[config.mk]
export PLATFORM = sky130hd
export DESIGN_NAME = animation_clip_stream_parser_top
export DESIGN_NICKNAME = d
export VERILOG_FILES = /design/src/hw/rtl/acsp_pkg.sv /design/src/hw/rtl/acsp_front.sv /design/src/hw/rtl/acsp_queue.sv /design/src/hw/rtl/acsp_back.sv /design/src/hw/rtl/animation_clip_stream_parser_top.sv
export SDC_FILE = /design/constraint.sdc
export NUM_CORES = 2
export LEC_CHECK = 0
export BUFFER_PORTS_ARGS = -buffer_cell sky130_fd_sc_hd__buf_2
export CORE_ASPECT_RATIO = 0.8
export CORE_MARGIN = 3
export CORE_UTILIZATION = 50
export CTS_CLUSTER_SIZE = 30
export DETAILED_ROUTE_END_ITERATION = 10
export PLACE_DENSITY = 0.69
export SYNTH_ARGS = -nofsm -noshare
export SYNTH_HDL_FRONTEND = slang
export SYNTH_SLANG_ARGS = --single-unit
export TNS_END_PERCENT = 20
[constraint.sdc]
create_clock -name clk -period 22.3 [get_ports clk]
set_input_delay 4.46 -clock clk [delete_from_list [all_inputs] [get_ports clk]]
set_output_delay 4.46 -clock clk [all_outputs]
set_load 0.05 [all_outputs]
[src/hw/rtl/acsp_pkg.sv]
// Package with shared types and constants of the animation clip stream parser.
package acsp_pkg;

  // Parse phases of the front end.
  typedef enum logic [3:0] {
    PH_HEADER = 4'd0,
    PH_BONE   = 4'd1,
    PH_CNT_S  = 4'd2,
    PH_KEY_S  = 4'd3,
    PH_CNT_R  = 4'd4,
    PH_KEY_R  = 4'd5,
    PH_CNT_P  = 4'd6,
    PH_KEY_P  = 4'd7,
    PH_DONE   = 4'd8,
    PH_DRAIN  = 4'd9
  } phase_t;

  // Result kinds.
  localparam logic [1:0] KIND_SCALE    = 2'd0;
  localparam logic [1:0] KIND_ROTATION = 2'd1;
  localparam logic [1:0] KIND_POSITION = 2'd2;
  localparam logic [1:0] KIND_STATUS   = 2'd3;

  // Status codes.
  localparam logic [3:0] ST_OK        = 4'd0;
  localparam logic [3:0] ST_SHORT     = 4'd1;
  localparam logic [3:0] ST_MAGIC     = 4'd2;
  localparam logic [3:0] ST_TYPE      = 4'd3;
  localparam logic [3:0] ST_ZERO      = 4'd4;
  localparam logic [3:0] ST_TRUNC     = 4'd5;
  localparam logic [3:0] ST_ROTATION  = 4'd6;
  localparam logic [3:0] ST_TRAILING  = 4'd7;
  localparam logic [3:0] ST_SIZE      = 4'd8;
  localparam logic [3:0] ST_NO_KEYS   = 4'd9;

  localparam logic [4:0] HDR_LEN    = 5'd26;
  localparam logic [7:0] TYPE_BYTE  = 8'h02;
  localparam logic [31:0] MAGIC     = 32'h2052_4150;
  localparam logic [49:0] NORM_MAX  = {50{1'b1}};
  localparam logic [49:0] NORM_LO   = 50'd15099494 << 24;
  localparam logic [49:0] NORM_HI   = 50'd18454938 << 24;

  // Request from front end to back end: a finished key or a file status.
  typedef struct packed {
    logic [1:0]  kind;
    logic [31:0] bone_id;
    logic [15:0] time_ms;
    logic [15:0] h0;
    logic [15:0] h1;
    logic [15:0] h2;
    logic [15:0] h3;
    logic [3:0]  status;
    logic [7:0]  version;
  } req_t;

  // Exact half to single conversion.
  function automatic logic [31:0] half_to_single(input logic [15:0] h);
    logic [31:0] sign;
    logic [4:0]  ex;
    logic [9:0]  man;
    logic [3:0]  sh;
    logic [10:0] m;
    logic [31:0] r;
    sign = {h[15], 31'd0};
    ex   = h[14:10];
    man  = h[9:0];
    sh   = 4'd0;
    for (int k = 9; k >= 0; k--) begin
      if (man[k] && sh == 4'd0) sh = 4'(10 - k);
    end
    m = {1'b0, man} << sh;
    if (ex == 5'd0) begin
      if (man == 10'd0) r = sign;
      else r = sign | ({24'd0, 8'(8'd113 - {4'd0, sh})} << 23) | ({22'd0, m[9:0]} << 13);
    end else if (ex == 5'd31) begin
      r = sign | 32'h7F80_0000 | ({22'd0, man} << 13);
    end else begin
      r = sign | ({24'd0, 8'({3'd0, ex} + 8'd112)} << 23) | ({22'd0, man} << 13);
    end
    return r;
  endfunction

endpackage

[src/hw/rtl/acsp_front.sv]
// Front end: byte parser that classifies bytes and issues key and status requests.
module acsp_front import acsp_pkg::*; #(
  parameter int LENGTH_BITS = 34
) (
  input  logic       clk,
  input  logic       rst,
  input  logic [7:0] data_byte,
  input  logic       end_of_file,
  input  logic       accept,
  output logic       req_valid,
  output logic       req_two,
  output req_t       req0,
  output req_t       req1
);

  // Width that holds both the byte count and the largest expected file size.
  localparam int EXP_BITS = (LENGTH_BITS > 33) ? LENGTH_BITS + 1 : 34;

  phase_t             phase, phase_next;
  logic [4:0]         bis, bis_next;
  logic [7:0]         hver, hver_next;
  logic [15:0]        bone_total, bone_total_next;
  logic [15:0]        bones_left, bones_left_next;
  logic [31:0]        dsize, dsize_next;
  logic [15:0]        keys_left, keys_left_next;
  logic [31:0]        cur_bone, cur_bone_next;
  logic [7:0]         kb [10];
  logic [LENGTH_BITS-1:0] bcount, bcount_next;
  logic [49:0]        norm, norm_next;
  logic               any_key, any_key_next;
  logic [3:0]         ferr, ferr_next;
  logic               key_out;
  req_t               key_req;
  logic [3:0]         st;

  // Square of one half for the rotation norm (one per two bytes).
  logic [15:0] sq_h;
  logic [49:0] sq;
  logic [24:0] sq_v;
  logic [50:0] norm_add;
  always_comb begin
    sq_h = {data_byte, kb[4'(bis - 5'd1)]};
    sq_v = (sq_h[14:10] == 5'd0) ? {15'd0, sq_h[9:0]} :
           25'({14'd0, 1'b1, sq_h[9:0]} << (sq_h[14:10] - 5'd1));
    sq = (sq_h[14:10] > 5'd15) ? NORM_MAX : {25'd0, sq_v} * {25'd0, sq_v};
    norm_add = {1'b0, ((bis == 5'd3) ? 50'd0 : norm)} + {1'b0, sq};
  end

  // End-of-list transition helper values.
  function automatic phase_t after_list(input phase_t p, input logic [15:0] bl);
    if (p == PH_CNT_S || p == PH_KEY_S) return PH_CNT_R;
    if (p == PH_CNT_R || p == PH_KEY_R) return PH_CNT_P;
    return (bl == 16'd1) ? PH_DONE : PH_BONE;
  endfunction

  // Next-state logic for one accepted byte.
  always_comb begin
    logic [15:0] bt;
    logic [15:0] kl;
    logic [4:0]  len;
    logic        rot;
    phase_next = phase; bis_next = bis; hver_next = hver;
    bone_total_next = bone_total; bones_left_next = bones_left;
    dsize_next = dsize; keys_left_next = keys_left; cur_bone_next = cur_bone;
    bcount_next = (&bcount) ? bcount : bcount + 1'b1;
    norm_next = norm; any_key_next = any_key; ferr_next = ferr;
    key_out = 1'b0;
    bt = {data_byte, bone_total[7:0]};
    kl = {data_byte, keys_left[7:0]};
    rot = (phase == PH_KEY_R);
    len = rot ? 5'd10 : 5'd8;
    case (phase)
      PH_HEADER: begin
        if (bis < 5'd4 && data_byte != MAGIC[8*bis[1:0] +: 8] && ferr == ST_OK)
          ferr_next = ST_MAGIC;
        if (bis == 5'd4 && data_byte != TYPE_BYTE && ferr == ST_OK) ferr_next = ST_TYPE;
        if (bis == 5'd5) hver_next = data_byte;
        if (bis == 5'h10) bone_total_next = {8'd0, data_byte};
        if (bis == 5'h11) begin
          bone_total_next = bt;
          if (bt == 16'd0 && ferr == ST_OK) ferr_next = ST_ZERO;
        end
        if (bis >= 5'h16 && bis <= 5'h19)
          dsize_next = dsize | ({24'd0, data_byte} << (8 * (bis - 5'h16)));
        bis_next = bis + 5'd1;
        if (bis == HDR_LEN - 5'd1) begin
          bis_next = 5'd0;
          bones_left_next = bone_total;
          phase_next = (ferr_next != ST_OK) ? PH_DRAIN : PH_BONE;
        end
      end
      PH_BONE: begin
        cur_bone_next = cur_bone | ({24'd0, data_byte} << (8 * bis[1:0]));
        bis_next = bis + 5'd1;
        if (bis == 5'd3) begin
          bis_next = 5'd0;
          phase_next = PH_CNT_S;
        end
      end
      PH_CNT_S, PH_CNT_R, PH_CNT_P: begin
        if (bis == 5'd0) begin
          keys_left_next = {8'd0, data_byte};
          bis_next = 5'd1;
        end else begin
          keys_left_next = kl;
          bis_next = 5'd0;
          if (kl == 16'd0) begin
            phase_next = after_list(phase, bones_left);
            if (phase == PH_CNT_P) bones_left_next = bones_left - 16'd1;
          end else begin
            phase_next = phase_t'(phase + 4'd1);
          end
        end
      end
      PH_KEY_S, PH_KEY_R, PH_KEY_P: begin
        if (rot && bis >= 5'd3 && bis[0])
          norm_next = norm_add[50] ? NORM_MAX : norm_add[49:0];
        bis_next = bis + 5'd1;
        if (bis == len - 5'd1) begin
          bis_next = 5'd0;
          if (rot && (norm_next < NORM_LO || norm_next > NORM_HI)) begin
            ferr_next = ST_ROTATION;
            phase_next = PH_DRAIN;
          end else begin
            key_out = 1'b1;
            any_key_next = 1'b1;
            keys_left_next = keys_left - 16'd1;
            if (keys_left == 16'd1) begin
              phase_next = after_list(phase, bones_left);
              if (phase == PH_KEY_P) bones_left_next = bones_left - 16'd1;
            end
          end
        end
      end
      PH_DONE: begin
        ferr_next = ST_TRAILING;
        phase_next = PH_DRAIN;
      end
      default: ;
    endcase
    if (phase_next == PH_BONE && bis_next == 5'd0) cur_bone_next = 32'd0;
  end

  // Key request built from the gathered bytes plus the current byte.
  always_comb begin
    logic [7:0] b [10];
    for (int k = 0; k < 10; k++) b[k] = kb[k];
    b[bis[3:0]] = data_byte;
    key_req = '0;
    key_req.kind = (phase == PH_KEY_S) ? KIND_SCALE :
                   (phase == PH_KEY_R) ? KIND_ROTATION : KIND_POSITION;
    key_req.bone_id = cur_bone;
    key_req.time_ms = {b[1], b[0]};
    key_req.h0 = {b[3], b[2]};
    key_req.h1 = {b[5], b[4]};
    key_req.h2 = {b[7], b[6]};
    key_req.h3 = (phase == PH_KEY_R) ? {b[9], b[8]} : 16'd0;
  end

  // Final status from the state after this byte.
  always_comb begin
    logic [EXP_BITS-1:0] expect_size;
    expect_size = EXP_BITS'(HDR_LEN) + EXP_BITS'(bone_total_next) * EXP_BITS'(10)
                  + EXP_BITS'(dsize_next);
    if (phase_next == PH_HEADER && phase == PH_HEADER) st = ST_SHORT;
    else if (ferr_next >= ST_MAGIC && ferr_next <= ST_ZERO) st = ferr_next;
    else if ((&bcount_next) || EXP_BITS'(bcount_next) != expect_size) st = ST_SIZE;
    else if (ferr_next != ST_OK) st = ferr_next;
    else if (phase_next != PH_DONE) st = ST_TRUNC;
    else if (!any_key_next) st = ST_NO_KEYS;
    else st = ST_OK;
  end

  // Request outputs.
  always_comb begin
    req_t s;
    s = '0;
    s.kind = KIND_STATUS;
    s.status = st;
    s.version = hver_next;
    req_valid = key_out || end_of_file;
    req_two = key_out && end_of_file;
    req0 = key_out ? key_req : s;
    req1 = s;
  end

  // State registers.
  always_ff @(posedge clk) begin
    if (rst) begin
      phase <= PH_HEADER; bis <= '0; hver <= '0; bone_total <= '0;
      bones_left <= '0; dsize <= '0; keys_left <= '0; cur_bone <= '0;
      bcount <= '0; norm <= '0; any_key <= 1'b0; ferr <= ST_OK;
    end else if (accept) begin
      if (end_of_file) begin
        phase <= PH_HEADER; bis <= '0; hver <= '0; bone_total <= '0;
        bones_left <= '0; dsize <= '0; keys_left <= '0; cur_bone <= '0;
        bcount <= '0; norm <= '0; any_key <= 1'b0; ferr <= ST_OK;
      end else begin
        phase <= phase_next; bis <= bis_next; hver <= hver_next;
        bone_total <= bone_total_next; bones_left <= bones_left_next;
        dsize <= dsize_next; keys_left <= keys_left_next;
        cur_bone <= cur_bone_next; bcount <= bcount_next; norm <= norm_next;
        any_key <= any_key_next; ferr <= ferr_next;
      end
    end
  end

  // Key byte store.
  always_ff @(posedge clk) begin
    if (accept && (phase == PH_KEY_S || phase == PH_KEY_R || phase == PH_KEY_P))
      kb[bis[3:0]] <= data_byte;
  end

endmodule

[src/hw/rtl/acsp_queue.sv]
// Request queue between the front and back ends.
module acsp_queue import acsp_pkg::*; (
  input  logic clk,
  input  logic rst,
  input  logic push2,
  input  logic push1,
  input  req_t in0,
  input  req_t in1,
  output logic room2,
  output logic pop_ok,
  input  logic take,
  output req_t head
);

  req_t       mem [4];
  logic [1:0] wp, rp;
  logic [2:0] cnt;

  assign room2  = cnt <= 3'd2;
  assign pop_ok = cnt != 3'd0;
  assign head   = mem[rp];

  // Storage writes, up to two per cycle.
  always_ff @(posedge clk) begin
    if (push1 || push2) mem[wp] <= in0;
    if (push2) mem[wp + 2'd1] <= in1;
  end

  // Pointers and fill count.
  always_ff @(posedge clk) begin
    if (rst) begin
      wp <= '0; rp <= '0; cnt <= '0;
    end else begin
      wp  <= wp + (push2 ? 2'd2 : (push1 ? 2'd1 : 2'd0));
      rp  <= rp + {1'b0, take};
      cnt <= cnt + (push2 ? 3'd2 : (push1 ? 3'd1 : 3'd0)) - {2'd0, take};
    end
  end

endmodule

[src/hw/rtl/acsp_back.sv]
// Back end: converts half components and holds the result register.
module acsp_back import acsp_pkg::*; (
  input  logic        clk,
  input  logic        rst,
  input  logic        src_valid,
  input  req_t        src,
  output logic        src_take,
  input  logic        pop,
  output logic        empty,
  output logic [1:0]  kind,
  output logic [31:0] bone_id,
  output logic [15:0] time_ms,
  output logic [31:0] comp0,
  output logic [31:0] comp1,
  output logic [31:0] comp2,
  output logic [31:0] comp3,
  output logic [3:0]  status,
  output logic [7:0]  version,
  output logic        last
);

  logic full_q;

  assign empty    = !full_q;
  assign src_take = src_valid && (!full_q || pop);

  // Output register valid flag.
  always_ff @(posedge clk) begin
    if (rst) full_q <= 1'b0;
    else if (src_take) full_q <= 1'b1;
    else if (pop) full_q <= 1'b0;
  end

  // Result payload with conversion to single precision.
  always_ff @(posedge clk) begin
    if (src_take) begin
      kind    <= src.kind;
      bone_id <= src.bone_id;
      time_ms <= src.time_ms;
      comp0   <= (src.kind == KIND_STATUS) ? 32'd0 : half_to_single(src.h0);
      comp1   <= (src.kind == KIND_STATUS) ? 32'd0 : half_to_single(src.h1);
      comp2   <= (src.kind == KIND_STATUS) ? 32'd0 : half_to_single(src.h2);
      comp3   <= (src.kind == KIND_ROTATION) ? half_to_single(src.h3) : 32'd0;
      status  <= src.status;
      version <= src.version;
      last    <= src.kind == KIND_STATUS;
    end
  end

endmodule

[src/hw/rtl/animation_clip_stream_parser_top.sv]
// Top level of the animation clip stream parser.
// The clip file enters one byte per request on data_byte, with end_of_file
// set on the final byte; a byte is taken when push is high and full is low.
// Results leave through a queue interface: while empty is low the oldest
// result is on the output ports and pop takes it.
// The front parser takes one byte per cycle while full is low and issues at
// most two per byte (a finished key, the file status) into a four-entry queue.
// The back end converts half components and registers the result; a key passes
// through the queue entry and then the result register to reach the result ports.
// Sustained rate is one byte per cycle while full is low; full rises only when
// the queue cannot take two more requests, which happens when the receiver stalls.
// Reset clears the parser to the header phase and empties the queue; after
// every end_of_file byte the parser returns to that same state.
module animation_clip_stream_parser_top import acsp_pkg::*; #(
  parameter int LENGTH_BITS = 34
) (
  input  logic        clk,
  input  logic        rst,
  input  logic        push,
  output logic        full,
  input  logic [7:0]  data_byte,
  input  logic        end_of_file,
  input  logic        pop,
  output logic        empty,
  output logic [1:0]  kind,
  output logic [31:0] bone_id,
  output logic [15:0] time_ms,
  output logic [31:0] comp0,
  output logic [31:0] comp1,
  output logic [31:0] comp2,
  output logic [31:0] comp3,
  output logic [3:0]  status,
  output logic [7:0]  version,
  output logic        last
);

  logic accept, rv, r2, room2, q_ok, q_take;
  req_t r0, r1, head;

  assign full   = !room2;
  assign accept = push && room2;

  acsp_front #(.LENGTH_BITS(LENGTH_BITS)) u_front (
    .clk, .rst, .data_byte, .end_of_file, .accept,
    .req_valid(rv), .req_two(r2), .req0(r0), .req1(r1)
  );

  acsp_queue u_queue (
    .clk, .rst, .push2(accept && r2), .push1(accept && rv && !r2),
    .in0(r0), .in1(r1), .room2, .pop_ok(q_ok), .take(q_take), .head
  );

  acsp_back u_back (
    .clk, .rst, .src_valid(q_ok), .src(head), .src_take(q_take), .pop, .empty,
    .kind, .bone_id, .time_ms, .comp0, .comp1, .comp2, .comp3, .status,
    .version, .last
  );

endmodule

* Word level (Yosys, flattened, before mapping)
Memory sizes are Yosys's and may differ from the RTL's. A register that Yosys moved wholly into a read port is not among the register bits.
Index checks and enable logic that the tools add are counted.
** Operators by class
- $add $sub $neg :: 25
- Multiply operators :: 2
- $lt $le $gt $ge :: 12
- Eq/ne operators :: 37
- Shift-type cells :: 8
- Multiplexer cells :: 214
- Bitwise logic cells :: 23
- Reduce and logical (&&, ||, !) cells :: 137
** Operators by type and width (number)
- two-way mux 32 bit :: 18
- two-way mux 4 bit :: 106
- bitwise OR 32 x 23 -> 32 bit :: 12
- two-way mux 50 bit :: 7
- two-way mux 16 bit :: 18
- bitwise OR 32 x 31 -> 32 bit :: 8
- zero test 4 bit :: 39
- two-way mux 126 bit :: 1
- bitwise mux 80 bit :: 1
- two-way mux 34 bit :: 2
- AND reduction 34 bit :: 2
- bitwise OR 32 bit :: 2
- logical AND 1 bit :: 56
- adder 50 x 50 -> 51 bit :: 1
- > comparator 50 x 49 -> 1 bit, second input constant :: 1
- less-than comparator 50 x 48 -> 1 bit, second input constant :: 1
- multiplier 25 x 25 -> 50 bit :: 1
- case mux 16 bit (3 select lines) :: 1
- zero test 10 bit :: 4
- two-way mux 1 bit :: 40
- << shifter 10 x 4 -> 10 bit :: 4
- adder 35 x 32 -> 35 bit :: 1
- == test 5 bit, second input constant :: 7
- zero test 5 bit :: 7
- other kinds (67) :: 118
** Storage, ports and cells
- Register bits after elaboration :: 417
- Memory bits (writable) :: 584
- Bits of input ports :: 13
- Logic and storage cells :: 487
- Memories :: 2
** Memory list
- u_queue.mem :: depth 4, bits a word 126, read ports 1, clocked after memory_dff 1, write ports 2, RTL line acsp_queue.sv:15 : req_t mem [4];
- u_front.kb :: depth 10, bits a word 8, read ports 11, clocked after memory_dff 0, write ports 1, RTL line acsp_front.sv:27 : logic [7:0] kb [10];

* Depth between registers and ports, before layout
- Word-level depth :: 45
- Depth in mapped cells :: 81
- Depth with buffers taken out :: 69

* Modules after synthesis
From an unflattened synthesis, not the netlist that was laid out.
** Second synthesis, totals
- Cells, all modules :: 7244
- Area total of the unflattened synthesis :: 77395.5 um2
** By module, submodules not included
- acsp_front :: times used 1, cells an instance 5285, area each 44788.0 um2, sequential area each 8207.9 um2
- acsp_queue :: times used 1, cells an instance 1262, area each 25140.4 um2, sequential area each 15274.6 um2
- acsp_back :: times used 1, cells an instance 693, area each 7438.4 um2, sequential area each 4073.9 um2
- animation_clip_stream_parser_top :: times used 1, cells an instance 4, area each 28.8 um2, sequential area each 0.0 um2

* Least setup slack after synthesis
No wires, ideal clock.
- Path kind :: input-to-reg
- Start :: input data_byte[2]
- End :: register u_queue.cnt[2]
- Setup time :: 0.128 ns
- Arrival :: 18.541 ns
- Data required time :: 22.172 ns
- Slack :: 3.632 ns
- Cell stages on the path :: 68
- Path through :: clkbuf_1 inv_1 clkbuf_1 ha_1 clkbuf_1 clkbuf_1 nand2_1 o21ai_0 a21oi_1 nand2b_1 clkbuf_1 clkinv_1 clkbuf_1 nand2_1 fa_1 inv_1 fa_1 inv_1 [... 32 more ...] a31oi_1 nor4b_1 nand4_1 nor4_1 a21oi_1 o21ai_2 and3_1 buf_2 buf_2 buf_1 xnor2_1 nor2_1 ha_1 inv_1 fa_1 xnor2_1 xnor2_1 nor2_1
** On the way
- Longest elaborated chain between the ends :: 22
- Elaborated cells between the ends (all ways) :: 28
- Classes of those cells :: add/sub: 4; mul: 1; order compare: 3; shift: 1; mux: 10; reduce/logical: 9
** RTL lines
- start, declared :: RTL line animation_clip_stream_parser_top.sv:21 : input logic [7:0] data_byte,
- subtractor 5 x 1 -> 5 bit :: RTL line acsp_front.sv:44 : 25'({14'd0, 1'b1, sq_h[9:0]} << (sq_h[14:10] - 5'd1));
- << shifter 11 x 5 -> 25 bit :: RTL line acsp_front.sv:44
- two-way mux 25 bit :: RTL line acsp_front.sv:43 : sq_v = (sq_h[14:10] == 5'd0) ? {15'd0, sq_h[9:0]} :
- multiplier 25 x 25 -> 50 bit :: RTL line acsp_front.sv:45 : sq = (sq_h[14:10] > 5'd15) ? NORM_MAX : {25'd0, sq_v} * {25'd0, sq_v};
- two-way mux 50 bit (*) :: RTL line acsp_front.sv:45
- adder 50 x 50 -> 51 bit (*) :: RTL line acsp_front.sv:46 : norm_add = {1'b0, ((bis == 5'd3) ? 50'd0 : norm)} + {1'b0, sq};
- two-way mux 50 bit (*) :: RTL line acsp_front.sv:117 : norm_next = norm_add[50] ? NORM_MAX : norm_add[49:0];
- two-way mux 50 bit (*) :: RTL line acsp_front.sv:116 : if (rot && bis >= 5'd3 && bis[0])
- [... 6 more ...]
- two-way mux 1 bit (*) :: RTL line acsp_front.sv:72 : case (phase)
- logical OR 1 bit or logical AND 1 bit (tied branches) :: RTL line acsp_front.sv:181, acsp_front.sv:182
- logical AND 1 bit or zero test 1 bit (tied branches) :: RTL line animation_clip_stream_parser_top.sv:49 : .clk, .rst, .push2(accept && r2), .push1(accept && rv && !r2),
- logical AND 1 bit :: RTL line animation_clip_stream_parser_top.sv:49
- two-way mux 1 bit :: RTL line acsp_queue.sv:36 : cnt <= cnt + (push2 ? 3'd2 : (push1 ? 3'd1 : 3'd0)) - {2'd0, take};
- two-way mux 3 bit (*) :: RTL line acsp_queue.sv:36
- adder 3 bit (*) :: RTL line acsp_queue.sv:36
- subtractor 3 x 1 -> 3 bit (*) :: RTL line acsp_queue.sv:36
- end signal, assigned :: RTL line acsp_queue.sv:36
- end, declared :: RTL line acsp_queue.sv:17 : logic [2:0] cnt;
Every way passes the cells marked *; elsewhere a longest branch is shown, timed or not. The select of a mux whose other input is x is not followed.
A chain may end at the register's enable or synchronous reset.

==> metrics <==
largest net degree at the start of global routing 109; Die X-Extent 426 µm; number of synthesized flops with an enable pin 311; status complete, no violations; cell count after synthesis 8030; Slew Limit Headroom 8.85%; Routed Antenna Nets 0; worst slack, placed 1.11 ns; clock-pin slew on the worst setup and hold paths 0.06 ns; drc violations 0; most common cell after layout, fill and taps aside nand2_1; Filler Cell Count 12500; CTS sink count 993; CTS Buf Count 101; RSZ-0062 raised after global routing false; Starting Density 50.6%; initial antenna violation count 14; Seq/Total Area, Yosys 32.6%; Startpoint Class primary input; Hold Crit Depth 2; final setup fails 0; gr usage total 30.3%; Yosys cell types 109; Routability Congestion 1.02; most used cell, CP fa_1; core area 139000 µm²; Root Driver clkbuf_16; Die Y 342 µm; die area 146000 µm²; Yosys warnings 0; Wirelength per Cell 22.4 µm; grt total ovfl 0; CP Capture Type flop; vias 59900; min-delay worst type flop to flop; Final HPWL DP 163 mm; final period utilization 93.8%; Initial DRC Count 6797; share of layout cells above drive strength 1 8.64%; Register Area 23000 µm²; #FFs+latches synth 993; Slowest Stage Delay on Critical Path 0.73 ns; Final Hold Viols 0; nets 8905; vias per cell 5.95; num rows 122; setup ws final 1.37 ns; highest clock rate 47.8 MHz; Arr. time, crit path 21.51 ns; Top Ports 206; vias in the first global route 58000; CTS tree done; most frequent cells in the layout nand2_1, a21oi_1, inv_1; dominant delay contributor by cell family on the critical path simple AND/OR/NAND/NOR gates; area grow syn2layout 8.88%; Max FO, Critical Path 67; reg2reg path depth 55; first-pass GRT wire length 343 mm; FF-to-FF setup slack 2.83 ns; setup_tns 0 ns; mapped cell area 70500 µm²; slowest CP cell o21ai_1; Layout Skew 0.0347 ns; CP bufs+invs 9; Critical R2R Launch u_front.bis[1]; cts hold-fix bufs 0; Port Buffers 153; Max Slew Vio Count 0; worst skew pair latency 0.76 ns; CTS Buffer Depth 3; DR pass1 iterations 7; Worst Tran Pin Value 1.36 ns; Synth Area per Inst 8.78 µm²; Hold EP u_queue.mem[1][44]; Multi-input gate area 43400 µm²; hold_sp u_queue.mem[1][44]; min cycle time layout 20.93 ns; total wire length 225 mm; Resized Gates After CTS 0; Setup CP Type primary input to flop; asr flop ratio synth 0%; prevailing post-synth register cell dfxtp_1; max-cap violations 0; Post-CTS Setup Bufs 0; H-tree Lvls 3; Critical Path RT 22.89 ns; Reg2Reg Capture Point u_queue.mem[0][40]
## cell families after synthesis
family	after synthesis	share of synthesized area, %
DFF	993	32.6
xor gates and xnor gates	213	2.66
adders and majority gates	780	18.9
other	2	0.0107
muxes	245	6.49
and+or+nand+nor	2867	18.0
buffers and inverters	1233	7.15
AOI/OAI and AO/OA	1697	14.2
## sequential cells by signal, indices dropped and copies added, names as in the netlist, 18 cells and up
name and count:
u_back.comp3 18, u_back.comp2 18, u_back.comp1 18, u_front.kb 128, u_back.bone_id 32, u_back.comp0 18, u_front.bcount 34, u_front.norm 50
u_front.dsize 32, u_front.cur_bone 32, u_queue.mem 504
## tightest hold or removal path: stages, from the launching register on
cell	delay [ns]
dfxtp_1	0.31
nand2_1	0.05
a21oi_1	0.05
## stage by stage
stage                     instances  utilization (%)  hold WS [ns]  area [µm²]
after CTS                     10100             55.1         0.452       76700
final                         10100             55.1         0.451       76700
after global placement         9869             52.6         0.439       73200
after detailed placement       9869             52.6         0.443       73200
after floorplan                8247                -         0.433       71300
after global routing          10100             55.1         0.469       76700
## per-layer routing
metal / vias up / global-route usage (%) / share of wire [%]
met5: - / 0 / 0.0040
met4: 2 / 13.6 / 4.8
met3: 505 / 6.29 / 9.6
met2: 3010 / 47.6 / 45
met1: 29100 / 40.4 / 41
li1: 27200 / - / -
## how the worst max path moves through the flow
stage | startpoint | end | slack (ns) | depth (start not counted)
after floorplan | data_byte[2] | u_queue.cnt[2] | 3.63 | 68
after global placement | data_byte[2] | u_queue.mem[0][54] | 1.43 | 62
after detailed placement | data_byte[2] | u_queue.mem[0][48] | 1.11 | 56
after CTS | data_byte[2] | u_queue.mem[0][40] | 1.82 | 56
after global routing | data_byte[2] | u_queue.mem[0][40] | 0.51 | 56
final | data_byte[2] | u_queue.mem[0][40] | 1.37 | 56
## area by class of cell
type | instances | area share (%)
multi-input combinational | 6021 | 56.5
clock buffer | 123 | 3.53
antenna | 12 | 0.0391
inverter | 728 | 3.56
timing repair buffer | 267 | 2.30
sequential | 993 | 30.0
tap | 1860 | 3.03
clock inverter | 66 | 1.03
## cell usage after synthesis (11+ instances only)
| cell | count | share of area, % |
|---|---|---|
| a211oi_1 | 33 | 0.35 |
| a21o_1 | 82 | 0.87 |
| a21oi_1 | 955 | 6.8 |
| a22o_1 | 25 | 0.31 |
| a22oi_1 | 67 | 0.71 |
| a31oi_1 | 45 | 0.40 |
| and2_1 | 51 | 0.45 |
| and3_1 | 40 | 0.36 |
| buf_1 | 28 | 0.15 |
| buf_2 | 85 | 0.60 |
| buf_4 | 82 | 0.87 |
| clkbuf_1 | 310 | 1.7 |
| clkinv_1 | 13 | 0.069 |
| dfxtp_1 | 682 | 19 |
| edfxtp_1 | 311 | 13 |
| fa_1 | 471 | 13 |
| ha_1 | 309 | 5.5 |
| inv_1 | 714 | 3.8 |
| mux2_2 | 14 | 0.22 |
| mux2i_1 | 63 | 0.89 |
| mux4_2 | 167 | 5.3 |
| nand2_1 | 1357 | 7.2 |
| nand2b_1 | 55 | 0.49 |
| nand3_1 | 267 | 1.9 |
| nand4_1 | 49 | 0.43 |
| nor2_1 | 640 | 3.4 |
| nor2b_1 | 87 | 0.77 |
| nor3_1 | 110 | 0.78 |
| nor3b_1 | 36 | 0.38 |
| nor4_1 | 35 | 0.31 |
| o211ai_1 | 25 | 0.27 |
| o21a_1 | 27 | 0.29 |
| o21ai_0 | 226 | 1.6 |
| o21ai_1 | 11 | 0.078 |
| o21bai_1 | 30 | 0.32 |
| o22ai_1 | 20 | 0.18 |
| o31ai_1 | 15 | 0.16 |
| or2_2 | 27 | 0.24 |
| or3_1 | 40 | 0.36 |
| or4_1 | 17 | 0.18 |
| xnor2_1 | 130 | 1.6 |
| xor2_1 | 82 | 1.0 |
Power is left out: the tool's default activity adds up to more than one toggle a clock period on the data nets, which glitch-free logic cannot reach.
